`src/gcd_pkg.sv`:
```
`default_nettype none
package gcd_pkg;

  // CORDIC and square-root datapath widths
  localparam int XY_W = 34;
  localparam int Z_W  = 33;
  localparam int SQ_W = 64;

  localparam logic signed [XY_W-1:0] TURN_D23  = 34'sd3019898880;
  localparam logic signed [XY_W-1:0] HALF_D23  = 34'sd1509949440;
  localparam logic signed [XY_W-1:0] QUART_D23 = 34'sd754974720;
  localparam logic [29:0]            DEG2RAD_K = 30'd599690565;
  localparam logic signed [XY_W-1:0] CORDIC_GAIN = 34'sd652032874;
  localparam logic [30:0]            ONE_Q30   = 31'd1073741824;
  localparam logic [13:0]            TWO_R_KM  = 14'd12742;
  localparam logic [30:0]            DIST_MAX  = 31'd1311768576;

  // truncated Q30 arctangent of 2^-i
  function automatic logic signed [Z_W-1:0] atan_at(input int i);
    logic [31:0] a;
    case (i)
      0:  a = 32'h3243F6A8;
      1:  a = 32'h1DAC6705;
      2:  a = 32'h0FADBAFC;
      3:  a = 32'h07F56EA6;
      4:  a = 32'h03FEAB76;
      5:  a = 32'h01FFD55B;
      6:  a = 32'h00FFFAAA;
      7:  a = 32'h007FFF55;
      8:  a = 32'h003FFFEA;
      9:  a = 32'h001FFFFD;
      10: a = 32'h000FFFFF;
      11: a = 32'h0007FFFF;
      12: a = 32'h0003FFFF;
      13: a = 32'h0001FFFF;
      14: a = 32'h0000FFFF;
      15: a = 32'h00007FFF;
      16: a = 32'h00003FFF;
      17: a = 32'h00001FFF;
      18: a = 32'h00000FFF;
      19: a = 32'h000007FF;
      20: a = 32'h000003FF;
      21: a = 32'h000001FF;
      22: a = 32'h000000FF;
      23: a = 32'h0000007F;
      24: a = 32'h0000003F;
      25: a = 32'h0000001F;
      26: a = 32'h0000000F;
      27: a = 32'h00000008;
      28: a = 32'h00000004;
      29: a = 32'h00000002;
      30: a = 32'h00000001;
      default: a = 32'h00000000;
    endcase
    return $signed({1'b0, a});
  endfunction

endpackage
`default_nettype wire

```
`src/gcd_sqrt_cell.sv`:
```
`default_nettype none
module gcd_sqrt_cell #(
  parameter int DIGIT = 0
) (
  input  wire                             clk_i,
  input  wire                             en_i,
  input  wire logic [gcd_pkg::SQ_W-1:0]   v_i,
  input  wire logic [gcd_pkg::SQ_W-1:0]   res_i,
  output logic [gcd_pkg::SQ_W-1:0]        v_o,
  output logic [gcd_pkg::SQ_W-1:0]        res_o
);
  import gcd_pkg::*;

  localparam logic [SQ_W-1:0] BIT = SQ_W'(1) << (62 - 2 * DIGIT);

  logic [SQ_W-1:0] trial;

  assign trial = res_i + BIT;

  always_ff @(posedge clk_i) begin
    if (en_i) begin
      if (v_i >= trial) begin
        v_o   <= v_i - trial;
        res_o <= (res_i >> 1) + BIT;
      end else begin
        v_o   <= v_i;
        res_o <= res_i >> 1;
      end
    end
  end
endmodule
`default_nettype wire

```
`config.mk`:
```
export PLATFORM = sky130hd
export DESIGN_NAME = gcd_sqrt_cell
export DESIGN_NICKNAME = d
export VERILOG_FILES = /design/src/gcd_pkg.sv /design/src/gcd_sqrt_cell.sv
export SDC_FILE = /design/constraint.sdc
export NUM_CORES = 1
export LEC_CHECK = 0
export BUFFER_PORTS_ARGS = -buffer_cell sky130_fd_sc_hd__clkbuf_2
export CORE_AREA = 2 2 137 139
export DETAILED_ROUTE_END_ITERATION = 16
export DIE_AREA = 0 0 139 141
export GPL_TIMING_DRIVEN = 0
export PLACE_DENSITY = 0.79
export SLEW_MARGIN = 20
export SYNTH_ARGS = -nofsm -noshare
export SYNTH_HDL_FRONTEND = slang
export SYNTH_SLANG_ARGS = --single-unit
```
`constraint.sdc`:
```
create_clock -name clk_i -period 3 [get_ports clk_i]
set_input_delay 0 -clock clk_i [delete_from_list [all_inputs] [get_ports clk_i]]
set_output_delay 0 -clock clk_i [all_outputs]
set_load 0.05 [all_outputs]
```
==> flow_summary.rst <==
.. list-table::
   :header-rows: 1

   * - Metric
     - Value
   * - Clk pwr share
     - 32.2%
   * - Largest driver fanout on the critical path
     - 10
   * - Most area-consuming cells after synthesis
     - edfxtp_1, ha_1, a21oi_1, a21o_1, xnor2_1
   * - Clock-pin slew on the worst setup and hold paths
     - around 0.060 ns
   * - Count of input and output buffers
     - 257
   * - Commonest cells in the synthesized netlist
     - edfxtp_1, a21oi_1, nor2_1, inv_1, ha_1
   * - Number of failing setup endpoints in the final timing report
     - 0
   * - Internal Power
     - 4565 uW
   * - Ratio of final minimum period to clock period
     - 98.42%
   * - Peak Freq
     - 338.7 MHz
   * - Max-slew violation total from the final report
     - 0
   * - Worst Slack Setup Final
     - 0.04748 ns
   * - Share of Yosys cell area claimed by the top area cell type
     - 44.64%
   * - Levels on crit path
     - 15
   * - Floorplan die width
     - ~140 um
   * - WP buf/inv
     - 7
   * - Share of total power consumed by net switching
     - 36.41%
   * - Count of non-filler cells in the finished layout
     - 1,537
   * - I/O pin cnt
     - between 200 and 300
   * - Detailed-routing iteration count for the pre-antenna-repair pass
     - 6
   * - Iteration-0 DRC Markers
     - 639
   * - Gate count after technology mapping
     - 885
   * - Net switching power of the design
     - 2614 uW
   * - Areal power density over the cells
     - 573.7 nW/um2
   * - Post-route minimum period
     - 2.953 ns
   * - Syn-to-layout area delta
     - 45.36%
   * - Number of enable flip-flop cells after synthesis
     - 128
   * - Worst relative slew slack
     - 49.30%
   * - CP required
     - 3.16 ns
   * - Total routing resource utilization after global routing
     - 26.78%
   * - Pin count of the biggest net entering global routing
     - 79
   * - Number of antenna violations at the first check in global routing
     - 0
   * - Vias post-DR
     - roughly 8,600
   * - Worst-Margin Slew
     - 0.7526 ns
   * - Die Span Y
     - between 100 and 150 um
   * - Placed inst area
     - 10,220 um2
   * - Summed negative setup slack over all endpoints
     - 0 ns
   * - Worst Path Class, Setup
     - in2reg
   * - Root buffer cell
     - clkbuf_16
   * - Count leader, synth
     - edfxtp_1
   * - Fraction of layout cells with a size suffix above 1
     - 28.47%
   * - Final RePlAce weighted congestion
     - between 0.9 and 1
   * - Yosys warns
     - 0
   * - First-pass GRT wire length
     - roughly 42,000 um
   * - Part of the total power dissipated in combinational logic
     - 35.7%
   * - Post-DRT Antenna Nets
     - 0
   * - Commonest register cell after synthesis
     - edfxtp_1
   * - Total grt overflow
     - 0
   * - Worst path top cell family by delay
     - buffers and inverters
   * - Summed instance area of the synthesized netlist
     - about 8600 um2
   * - Number of buffers added by the clock tree synthesis step
     - 17
   * - Average routed wire per standard cell
     - between 15 and 20 um
   * - Area of the core region
     - 18,270 um2
   * - Worst slack, placed
     - -0.9491 ns
   * - Placement Rows
     - 50
   * - Arrival time worst endpoint
     - about 3.1 ns
   * - Cell leakage power
     - 0.005715 uW
   * - Crit-path slowest cell
     - dlygate4sd3_1
   * - Total number of nets in the final design
     - 1,485
   * - Kind of start point of the critical path
     - primary input
   * - Post-Syn Nets
     - 1,080
   * - MaxCap Viol Count
     - 0
   * - Kind of end point of the critical path
     - register
   * - Starting utilization of the core area
     - 47.13%
   * - Path category of the worst min-delay check
     - in2reg
   * - Aggregate routed wire length
     - roughly 28,000 um
   * - Average cell area after synthesis
     - around 10 um2
   * - Via/cell ratio
     - 5.614
   * - Flop pwr share
     - 32.0%
   * - Max VDD drop
     - 0.5366 mV
   * - Largest incremental delay on the critical path
     - 0.56 ns
   * - Die area
     - 19,600 um2
   * - Cell Count Post-Placement
     - 1,377
   * - Netlist cell types
     - 58
   * - CTS tree
     - yes
   * - Number of synthesized register bits
     - 128
   * - Result of the run
     - finished clean
   * - CTS max path bufs
     - 2
   * - Antenna diode count
     - 0
   * - Deepest level of the CTS H-tree
     - 4
   * - DRC violation count after routing
     - 0
   * - Sinks on the clock net
     - roughly 130
   * - Final core area utilization
     - about two thirds
   * - Hold path depth
     - 3
   * - Leading area contributor after synthesis
     - edfxtp_1
   * - Total non-filler cell area in the finished layout
     - 12,510 um2
   * - Share of the yosys chip area belonging to registers
     - 44.64%
   * - Detailed-placement wirelength estimate
     - around 19,000 um
   * - Worst path cell trace
     - dlygate4sd3_1 -> clkbuf_2 -> inv_1 -> ha_2 -> and3_1 -> nand4_1 -> nor2_1 -> a2111oi_4 -> o41ai_4 -> buf_4 -> buf_6 -> buf_4 -> buf_2 -> nor2_1 -> a21oi_1
   * - Via count of the first global-routing pass
     - 8,371
   * - Final number of hold-violating endpoints
     - 0
   * - Async set or reset register ratio after synthesis
     - 0%
==> path summary, 6_finish.rpt <==
path	from	end	slack, ns
worst max-delay path	res_i[48]	v_o[20]	0.05
worst min-delay path	res_i[0]	v_o[0]	0.01
==> registers in the layout, indices dropped and copies added, names as in the netlist <==
signal	count
res_o	64
v_o	64
==> what timing repair did <==
| action | 4_1_cts | 5_1_grt |
|---|---|---|
| hold endpoints to repair | 124 | 0 |
| resized for setup | 10 | 59 |
| hold buffers | 123 | 0 |
| setup endpoints to repair | 66 | 65 |
| buffers inserted | 2 | 8 |
| pin swaps | 2 | 11 |
==> layout make-up <==
cell class | instances | area [um2]
fill | 1352 | 5753
multi-input combinational | 642 | 4643
sequential | 128 | 3844
timing repair buffer | 390 | 2636
clock buffer | 18 | 429.2
inverter | 78 | 292.8
tap | 234 | 292.8
clock inverter | 14 | 214.0
buffer | 33 | 162.7
==> tightest hold or removal path: stages <==
cell and delay [ns]:
clkbuf_2 0.08, ha_1 0.13, a21oi_1 0.06
==> per-stage QoR <==
step	total power (uW)	hold slack [ns]
floorplan	3981	0.09887
global placement	4550	0.1943
detailed placement	4581	0.1952
CTS	7035	0.002463
global route	7438	0.01692
finish	7179	0.009749
==> power groups by stage <==
stage | Clock, uW | Combinational (uW) | Sequential, uW
after floorplan | 0 | 918 | 3060
after global placement | 0 | 2220 | 2330
after detailed placement | 0 | 2250 | 2330
after CTS | 2330 | 2410 | 2300
after global routing | 2400 | 2720 | 2320
final | 2310 | 2570 | 2300
==> placed cells by master (no fill, tap or decap), drive strengths merged, types with 3 or more instances in the layout <==
| master | n |
|---|---|
| a211oi | 4 |
| a21boi | 5 |
| a21o | 49 |
| a21oi | 111 |
| a31oi | 7 |
| a41oi | 5 |
| and2 | 10 |
| and3 | 13 |
| and4 | 3 |
| buf | 21 |
| bufinv | 5 |
| clkbuf | 297 |
| clkinv | 6 |
| dlygate4sd3 | 123 |
| edfxtp | 128 |
| ha | 64 |
| inv | 79 |
| mux2 | 14 |
| nand2 | 52 |
| nand2b | 3 |
| nand3 | 14 |
| nand4 | 18 |
| nor2 | 82 |
| nor2b | 10 |
| nor3 | 12 |
| o211ai | 7 |
| o21a | 7 |
| o21ai | 43 |
| o21bai | 11 |
| o31a | 5 |
| o41ai | 3 |
| or2 | 4 |
| or3 | 4 |
| xnor2 | 36 |
| xor2 | 20 |
==> kinds of logic (layout without fill, tap and decap cells) <==
logic type	count (synthesis)	in the layout	share of synthesized area [%]
flip-flops	128	128	44.64
adder cells (fa/ha/maj)	65	65	9.534
AO/OA/AOI/OAI	272	272	19.81
AND/OR/NAND/NOR	234	234	13.18
buffers and inverters	115	533	5.188
multiplexers	15	15	1.947
XOR/XNOR	56	56	5.697
==> metal layers <==
metal  vias up  track usage [%]  part of all wire (%)
li1       4051                -                     -
met4         0            11.70                   4.3
met5         -                0                     0
met2       408            45.29                    49
met1      4067            33.57                    40
met3       103            5.231                   6.4
Note: power is estimated with default switching activity, not from simulation.
