File: src/gcd_pkg.sv
`default_nettype none
package gcd_pkg;

  // CORDIC and square-root datapath widths
  localparam int XY_W = 34;
  localparam int Z_W  = 33;
  localparam int SQ_W = 64;

  localparam logic signed [XY_W-1:0] TURN_D23  = 34'sd3019898880;
  localparam logic signed [XY_W-1:0] HALF_D23  = 34'sd1509949440;
  localparam logic signed [XY_W-1:0] QUART_D23 = 34'sd754974720;
  localparam logic [29:0]            DEG2RAD_K = 30'd599690565;
  localparam logic signed [XY_W-1:0] CORDIC_GAIN = 34'sd652032874;
  localparam logic [30:0]            ONE_Q30   = 31'd1073741824;
  localparam logic [13:0]            TWO_R_KM  = 14'd12742;
  localparam logic [30:0]            DIST_MAX  = 31'd1311768576;

  // truncated Q30 arctangent of 2^-i
  function automatic logic signed [Z_W-1:0] atan_at(input int i);
    logic [31:0] a;
    case (i)
      0:  a = 32'h3243F6A8;
      1:  a = 32'h1DAC6705;
      2:  a = 32'h0FADBAFC;
      3:  a = 32'h07F56EA6;
      4:  a = 32'h03FEAB76;
      5:  a = 32'h01FFD55B;
      6:  a = 32'h00FFFAAA;
      7:  a = 32'h007FFF55;
      8:  a = 32'h003FFFEA;
      9:  a = 32'h001FFFFD;
      10: a = 32'h000FFFFF;
      11: a = 32'h0007FFFF;
      12: a = 32'h0003FFFF;
      13: a = 32'h0001FFFF;
      14: a = 32'h0000FFFF;
      15: a = 32'h00007FFF;
      16: a = 32'h00003FFF;
      17: a = 32'h00001FFF;
      18: a = 32'h00000FFF;
      19: a = 32'h000007FF;
      20: a = 32'h000003FF;
      21: a = 32'h000001FF;
      22: a = 32'h000000FF;
      23: a = 32'h0000007F;
      24: a = 32'h0000003F;
      25: a = 32'h0000001F;
      26: a = 32'h0000000F;
      27: a = 32'h00000008;
      28: a = 32'h00000004;
      29: a = 32'h00000002;
      30: a = 32'h00000001;
      default: a = 32'h00000000;
    endcase
    return $signed({1'b0, a});
  endfunction

endpackage
`default_nettype wire

File: src/gcd_cordic_cell.sv
`default_nettype none
module gcd_cordic_cell #(
  parameter int STEP   = 0,
  parameter bit VECTOR = 1'b0
) (
  input  wire                                  clk_i,
  input  wire                                  en_i,
  input  wire logic signed [gcd_pkg::XY_W-1:0] x_i,
  input  wire logic signed [gcd_pkg::XY_W-1:0] y_i,
  input  wire logic signed [gcd_pkg::Z_W-1:0]  z_i,
  output logic signed [gcd_pkg::XY_W-1:0]      x_o,
  output logic signed [gcd_pkg::XY_W-1:0]      y_o,
  output logic signed [gcd_pkg::Z_W-1:0]       z_o
);
  import gcd_pkg::*;

  localparam logic signed [Z_W-1:0] ATAN = atan_at(STEP);

  logic                    up;
  logic signed [XY_W-1:0]  xs, ys, x_d, y_d;
  logic signed [Z_W-1:0]   z_d;

  // rotation steers on the residual angle, vectoring on the sign of y
  assign up = VECTOR ? (y_i <= 0) : (z_i >= 0);
  assign xs = x_i >>> STEP;
  assign ys = y_i >>> STEP;

  always_comb begin
    if (up) begin
      x_d = x_i - ys;
      y_d = y_i + xs;
    end else begin
      x_d = x_i + ys;
      y_d = y_i - xs;
    end
    if (up) z_d = z_i - ATAN;
    else    z_d = z_i + ATAN;
  end

  always_ff @(posedge clk_i) begin
    if (en_i) begin
      x_o <= x_d;
      y_o <= y_d;
      z_o <= z_d;
    end
  end
endmodule
`default_nettype wire

File: config.mk
export PLATFORM = sky130hd
export DESIGN_NAME = gcd_cordic_cell
export DESIGN_NICKNAME = d
export VERILOG_FILES = /design/src/gcd_pkg.sv /design/src/gcd_cordic_cell.sv
export SDC_FILE = /design/constraint.sdc
export NUM_CORES = 1
export LEC_CHECK = 0
export BUFFER_PORTS_ARGS = -buffer_cell sky130_fd_sc_hd__buf_2
export CORE_ASPECT_RATIO = 0.7
export CORE_UTILIZATION = 49
export DETAILED_ROUTE_END_ITERATION = 10
export PLACE_DENSITY = 0.72
export SLEW_MARGIN = 10
export SYNTH_ARGS = -nofsm -noshare
export SYNTH_HDL_FRONTEND = slang
export SYNTH_SLANG_ARGS = --single-unit
File: constraint.sdc
create_clock -name clk_i -period 6.01 [get_ports clk_i]
set_clock_uncertainty 0.2 [all_clocks]
set_input_delay 1.202 -clock clk_i [delete_from_list [all_inputs] [get_ports clk_i]]
set_output_delay 1.202 -clock clk_i [all_outputs]
set_load 0.02 [all_outputs]
==> results of run 1 <==
-- cell usage in the layout, fill, tap and decap left out, types with 15 or more instances in the layout --
cell type	synthesis	final
ha_1	127	127
inv_1	116	116
a21o_1	27	27
nand2b_1	17	17
nor2_1	81	81
nand3_1	17	17
nand2_1	59	59
a211oi_1	15	15
a21oi_1	132	132
xor2_1	18	18
nor2b_1	20	20
mux2i_1	17	17
buf_2	13	202
nor3_1	26	26
xnor2_1	72	72
a31oi_1	20	20
o21ai_0	91	91
o21bai_1	22	22
edfxtp_1	100	100
-- cell families (layout without fill, tap and decap cells) --
kind of cell / Yosys count / count (layout)
and+or+nand+nor: 278 / 278
AOI/OAI and AO/OA: 403 / 403
adders and majority gates: 131 / 131
xor gates and xnor gates: 90 / 90
muxes: 17 / 17
buffers and inverters: 171 / 343
DFF: 100 / 100
-- stage by stage --
step	worst slack (ps)	power, mW
final	1474	2.694
after global routing	1286	2.824
after CTS	1529	2.681
after detailed placement	1162	2.108
after global placement	1235	2.098
after floorplan	1451	1.736
-- sequential cells by signal, summed over array words and instances, names as in the netlist --
| signal | count |
|---|---|
| y_o | 33 |
| x_o | 34 |
| z_o | 33 |
-- cell type report --
cell class | instances | area (µm²)
fill | 1851 | 8432
multi-input combinational | 919 | 6566
sequential | 100 | 3003
timing repair buffer | 207 | 1049
inverter | 121 | 454.2
tap | 270 | 337.8
clock buffer | 9 | 225.2
clock inverter | 6 | 55.05
-- power by group through the flow --
stage | sequential [mW] | combinational, mW | clock, mW
after global routing | 0.978 | 1.24 | 0.608
after CTS | 0.972 | 1.13 | 0.584
after floorplan | 1.12 | 0.612 | 0
after global placement | 0.982 | 1.12 | 0
after detailed placement | 0.988 | 1.12 | 0
final | 0.970 | 1.15 | 0.574
-- per-layer routing --
layer	GRT usage, %	wire, µm	up-vias
met5	0	0	-
met4	4.891	405	0
met3	6.888	3677	38
met2	37.70	11730	587
met1	46.94	15520	4495
li1	-	-	4629
-- how the worst max path moves through the flow --
stage	endpoint	cells past startpoint	from	slack, ps
floorplan	z_o[32]$_DFFE_PP_	13	z_i[32]	1450
global placement	z_o[31]$_DFFE_PP_	13	z_i[32]	1230
detailed placement	z_o[32]$_DFFE_PP_	13	z_i[32]	1160
CTS	z_o[32]$_DFFE_PP_	13	z_i[32]	1530
global route	z_o[31]$_DFFE_PP_	13	z_i[32]	1290
finish	z_o[32]$_DFFE_PP_	13	z_i[32]	1470
==> metrics.txt, run 1 <==
FF+latch count, synth 100; Clock Path Buffers 2; CP startpoint kind input port; Buf+Inv Stages, Crit Path 3; Synth warnings 0; CTS tree built; Final period util about three quarters; top cells by count, synth a21oi_1, ha_1, inv_1, edfxtp_1, o21ai_0; largest family of logic cells by synthesized area compound AO/OA/AOI/OAI gates; most frequent cell after synthesis a21oi_1; Min-Delay Endpoint z_o[2]$_DFFE_PP_; Port Buf Inserts 203; H-tree depth 3; cell taking the most area after synthesis edfxtp_1; Crit path max-delay family compound AO/OA/AOI/OAI gates; Post-CTS Setup Bufs 0; post-synthesis compound-gate area fraction between 20% and 30%; Starting Density about half; Die X 174.8 µm; Synth Area in XOR/XNOR 7.696%; sequential-to-total area share from yosys stat 29.32%; Fin. Hold Viols 0; simple-gate share of the synthesized area 13.27%; TritonCTS Buffers 9; largest net degree at the start of global routing 67; Power Dens Cells 230.4 nW/µm²; NetSw between 1 and 1.5 mW; number of global-route vias before repair 8425; Critical Path AT 4530 ps; ANT nets after route 0; number of synthesized flops with an enable pin 100; Die Span Y about 120 µm; Syn Std Cell Area about 10000 µm²; HP Class input port to flop; Pre-antenna DRT Iters 6; Yosys top cell area share 29.32%; post-DP HPWL 25190 µm; max cap viols 0; wire length per cell 19.20 µm; post-route core utilization 58.10%; Min Hold Slack 807.3 ps; row count 43; P_leak 5.271 nW; GRT Overall Usage between 20 and 30%; Synth Instances approximately 1.2k; area of placed instances 11410 µm²; hold-critical path depth 1; total grt overflow 0; initial antenna violation count 0; final setup fails 0; Synth Area in Adders between 10% and 20%; Routed WL 31340 µm; cts repair resizes 0; share of cells above drive strength 1 approximately 18%; mux share of post-synthesis cell area 1.661%; via count 9749; Max Transition Viols Final 0; outcome completed; critical path, cell by cell buf_2 > inv_2 > buf_4 > ha_1 > a21oi_1 > nor2b_1 > a311o_1 > a21o_1 > a22oi_2 > nor3_1 > o31ai_2 > o21ai_0 > a211oi_1; DR vias/cell between 5 and 6; Max-slew headroom 46.12%; Req. time, crit path about 6000 ps; top_reg_cell synth edfxtp_1; post-layout min period 4536 ps; final std cells w/o fill 1632; Int Pwr 1.623 mW; clock slew at reported path FFs 70 ps; Sw Ratio 39.76%; power share of the clock group 21.3%; worst hold start z_i[2]; 1st-iter DRT viols roughly 1.3k; crit path capture type flop; synth-to-layout area growth 14.13%; Synth area leaders edfxtp_1, ha_1, a21oi_1; Fmax achieved 220.5 MHz; worst-margin pin slew 808.2 ps; Synth cell types 75; I/O pins approximately 200; first-pass GRT wire length approximately 48000 µm; Peak supply drop 0.1631 mV; RSZ-0062 raised after global routing no; die area 21490 µm²; clk root buf clkbuf_16; Mapped Nets 1424; Post-synth ARST share 0%; Seq pwr share 36.0%; final setup TNS 0 ps; antenna cells 0; Placed Cells approximately 1.6k; kind of critical path input port to flop; delay of the slowest critical-path stage 460 ps; Max stage delay cell, worst path buf_2; nets 1592; clock sink count 100; hold buffer count at cts 0; combinational share of power around 43%; final instance area 11690 µm²; DRC 0; critical path fanouts, max 28; Placer Congestion 0.9829; Core ar. 20120 µm²; Synth Area per Inst 8.607 µm²
(Power assumes the default switching activity.)
==> run 2: changes to the inputs <==
PLACE_DENSITY = 0.75   (was 0.72)
clock period = 3.7 ns   (was 6.01 ns; I/O delays follow)
==> run 2 against run 1 <==
Compared with the run above:
- hold slack worse by 450 ps
- combinational power is 83% higher
- count of clock-buffer cells in the layout grew 1
- die area stayed put
- non-clock buffer count up 142
- wire length is 7.4% higher
- final cell count grew 8.8%
- sequential power increased by 62%
- flip-flop and latch count stayed put
- first-iteration DRC count grew 18%
- critical endpoint is now y_o[19]$_DFFE_PP_
- largest power group unchanged
==> metrics.txt, run 2 (synthesized netlist as in run 1, its figures left out) <==
first-pass GRT wire length slightly above 50000 µm; 1st-iter DRT viols between 1.5k and 2k; max reg flops 34; kind of critical path input port to flop; final setup fails 0; Critical Path AT 3480 ps; wire length per cell 18.94 µm; Routed WL around 34000 µm; Max-slew headroom 56.84%; Core ar. roughly 20000 µm²; CTS tree built; area of placed instances between 10000 and 15000 µm²; Port Buf Inserts between 200 and 250; die area 21490 µm²; initial antenna violation count 1; commonest non-fill, non-tap cell in the layout buf_2; Final period util a little over nine tenths; biggest regs x_o x34, y_o x33, z_o x33; Clock Path Buffers 2; Pre-antenna DRT Iters 6; delay of the slowest critical-path stage 380 ps; Fin. Hold Viols 0; Die X 174.8 µm; clock slew at reported path FFs about 70 ps; RSZ-0062 raised after global routing no; Fmax achieved 279.1 MHz; synth-to-layout area growth 24.90%; critical path's most frequent cell o21ai_0; critical path fanouts, max 3; post-DP HPWL roughly 27000 µm; final instance area 12790 µm²; TritonCTS Buffers 9; final setup TNS 0 ps; share of cells above drive strength 1 about 26%; CP startpoint kind input port; Die Span Y roughly 120 µm; post-layout min period 3583 ps; via count roughly 10k; max cap viols 0; number of global-route vias before repair 9374; total grt overflow 0; HP Class input port to flop; post-route core utilization a little under two thirds; hold-critical path depth 1; P_leak approximately 6 nW; Final WS setup 117.2 ps; Req. time, crit path approximately 3600 ps; Final Power 4.624 mW; critical path, cell by cell buf_2 > inv_1 > ha_1 > nor2b_1 > o21ai_0 > a31oi_1 > a31o_2 > a21oi_1 > nor3_1 > o21ai_0 > o21ai_0 > xnor2_1; Starting Density 50.90%; Min-Delay Endpoint z_o[1]$_DFFE_PP_; crit path capture type flop; Power Dens Cells 361.5 nW/µm²; ANT nets after route 0; pre-CTS WS -154.2 ps; DR vias/cell roughly 5.9; worst-margin pin slew 644.4 ps; outcome completed; Max stage delay cell, worst path a21oi_1; clock sink count 100; Peak supply drop 0.2364 mV; Top reg by flops x_o; nets ~1.7k; I/O pins 204; GRT Overall Usage 31.07%; row count between 40 and 50; largest net degree at the start of global routing 101; Max Transition Viols Final 0; commonest cells after routing, fill and taps aside buf_2, buf_4, a21oi_1, ha_1, inv_1; H-tree depth 3; Placer Congestion between 1 and 1.5; clk root buf clkbuf_16; DRC 0; worst hold start z_i[1]
run 2: cell types whose count changed in the layout (fill, tap and decap cells not counted), sizes merged:
cell | previous run | this run
clkinv | 5 | 4
diode | 0 | 1
clkbuf | 9 | 10
buf | 207 | 349
inv | 122 | 121
clkinvlp | 0 | 2
run 2: timing repair:
item / CTS / global route
buffers inserted: 0 / 0
endpoints found under the setup margin: 0 / 2
hold buffers: 0 / 0
resized for setup: 0 / 2
run 2: through the flow:
| step | std cells | hold slack (ps) |
|---|---|---|
| 6_report | 1776 | 357.1 |
| 5_1_grt | 1775 | 354.1 |
| 4_1_cts | 1775 | 347.7 |
| 3_5_place_dp | 1759 | 720.1 |
| 3_3_place_gp | 1759 | 717.0 |
| 2_1_floorplan | 1190 | 638.9 |
run 2: area by class of cell:
cell class / instances / area, µm²
Clock buffer: 10 / 229.0
Multi-Input combinational cell: 919 / 6571
Inverter: 121 / 454.2
Tap cell: 270 / 337.8
Antenna cell: 1 / 2.502
Fill cell: 1763 / 7330
Clock inverter: 6 / 55.05
Sequential cell: 100 / 3003
Timing Repair Buffer: 349 / 2140
run 2: where the power goes:
| part | switching [mW] | internal, mW | total (mW) | leakage, nW |
|---|---|---|---|---|
| registers | 0.0627 | 1.51 | 1.57 | 0.979 |
| logic | 1.28 | 0.831 | 2.11 | 4.85 |
| clock network | 0.474 | 0.471 | 0.945 | 0.133 |
run 2: worst max-delay path by stage:
stage                 start                end  slack, ps  cells past startpoint
global route         x_i[1]  y_o[19]$_DFFE_PP_         30                     12
global placement     x_i[5]  y_o[19]$_DFFE_PP_       -170                     13
CTS                  x_i[0]  x_o[30]$_DFFE_PP_        210                     13
floorplan           z_i[32]  z_o[31]$_DFFE_PP_         20                     13
detailed placement   x_i[1]  y_o[19]$_DFFE_PP_       -150                     12
finish               x_i[1]  y_o[19]$_DFFE_PP_        120                     12
run 2: worst max-delay path, delay by kind of cell:
| kind | cells | cell delay, ps |
|---|---|---|
| compound gates | 6 | 1860 |
| xor+xnor | 1 | 200 |
| fa+ha+maj | 1 | 310 |
| buf+inv | 2 | 140 |
| simple gates | 2 | 220 |
run 2: routing by layer:
layer | GRT usage [%] | up-vias | routed length (µm)
met5 | 0 | - | 0
met4 | 7.065 | 0 | 496
met3 | 7.749 | 40 | 4429
met2 | 41.52 | 672 | 12740
met1 | 48.81 | 4856 | 15980
li1 | - | 4907 | -
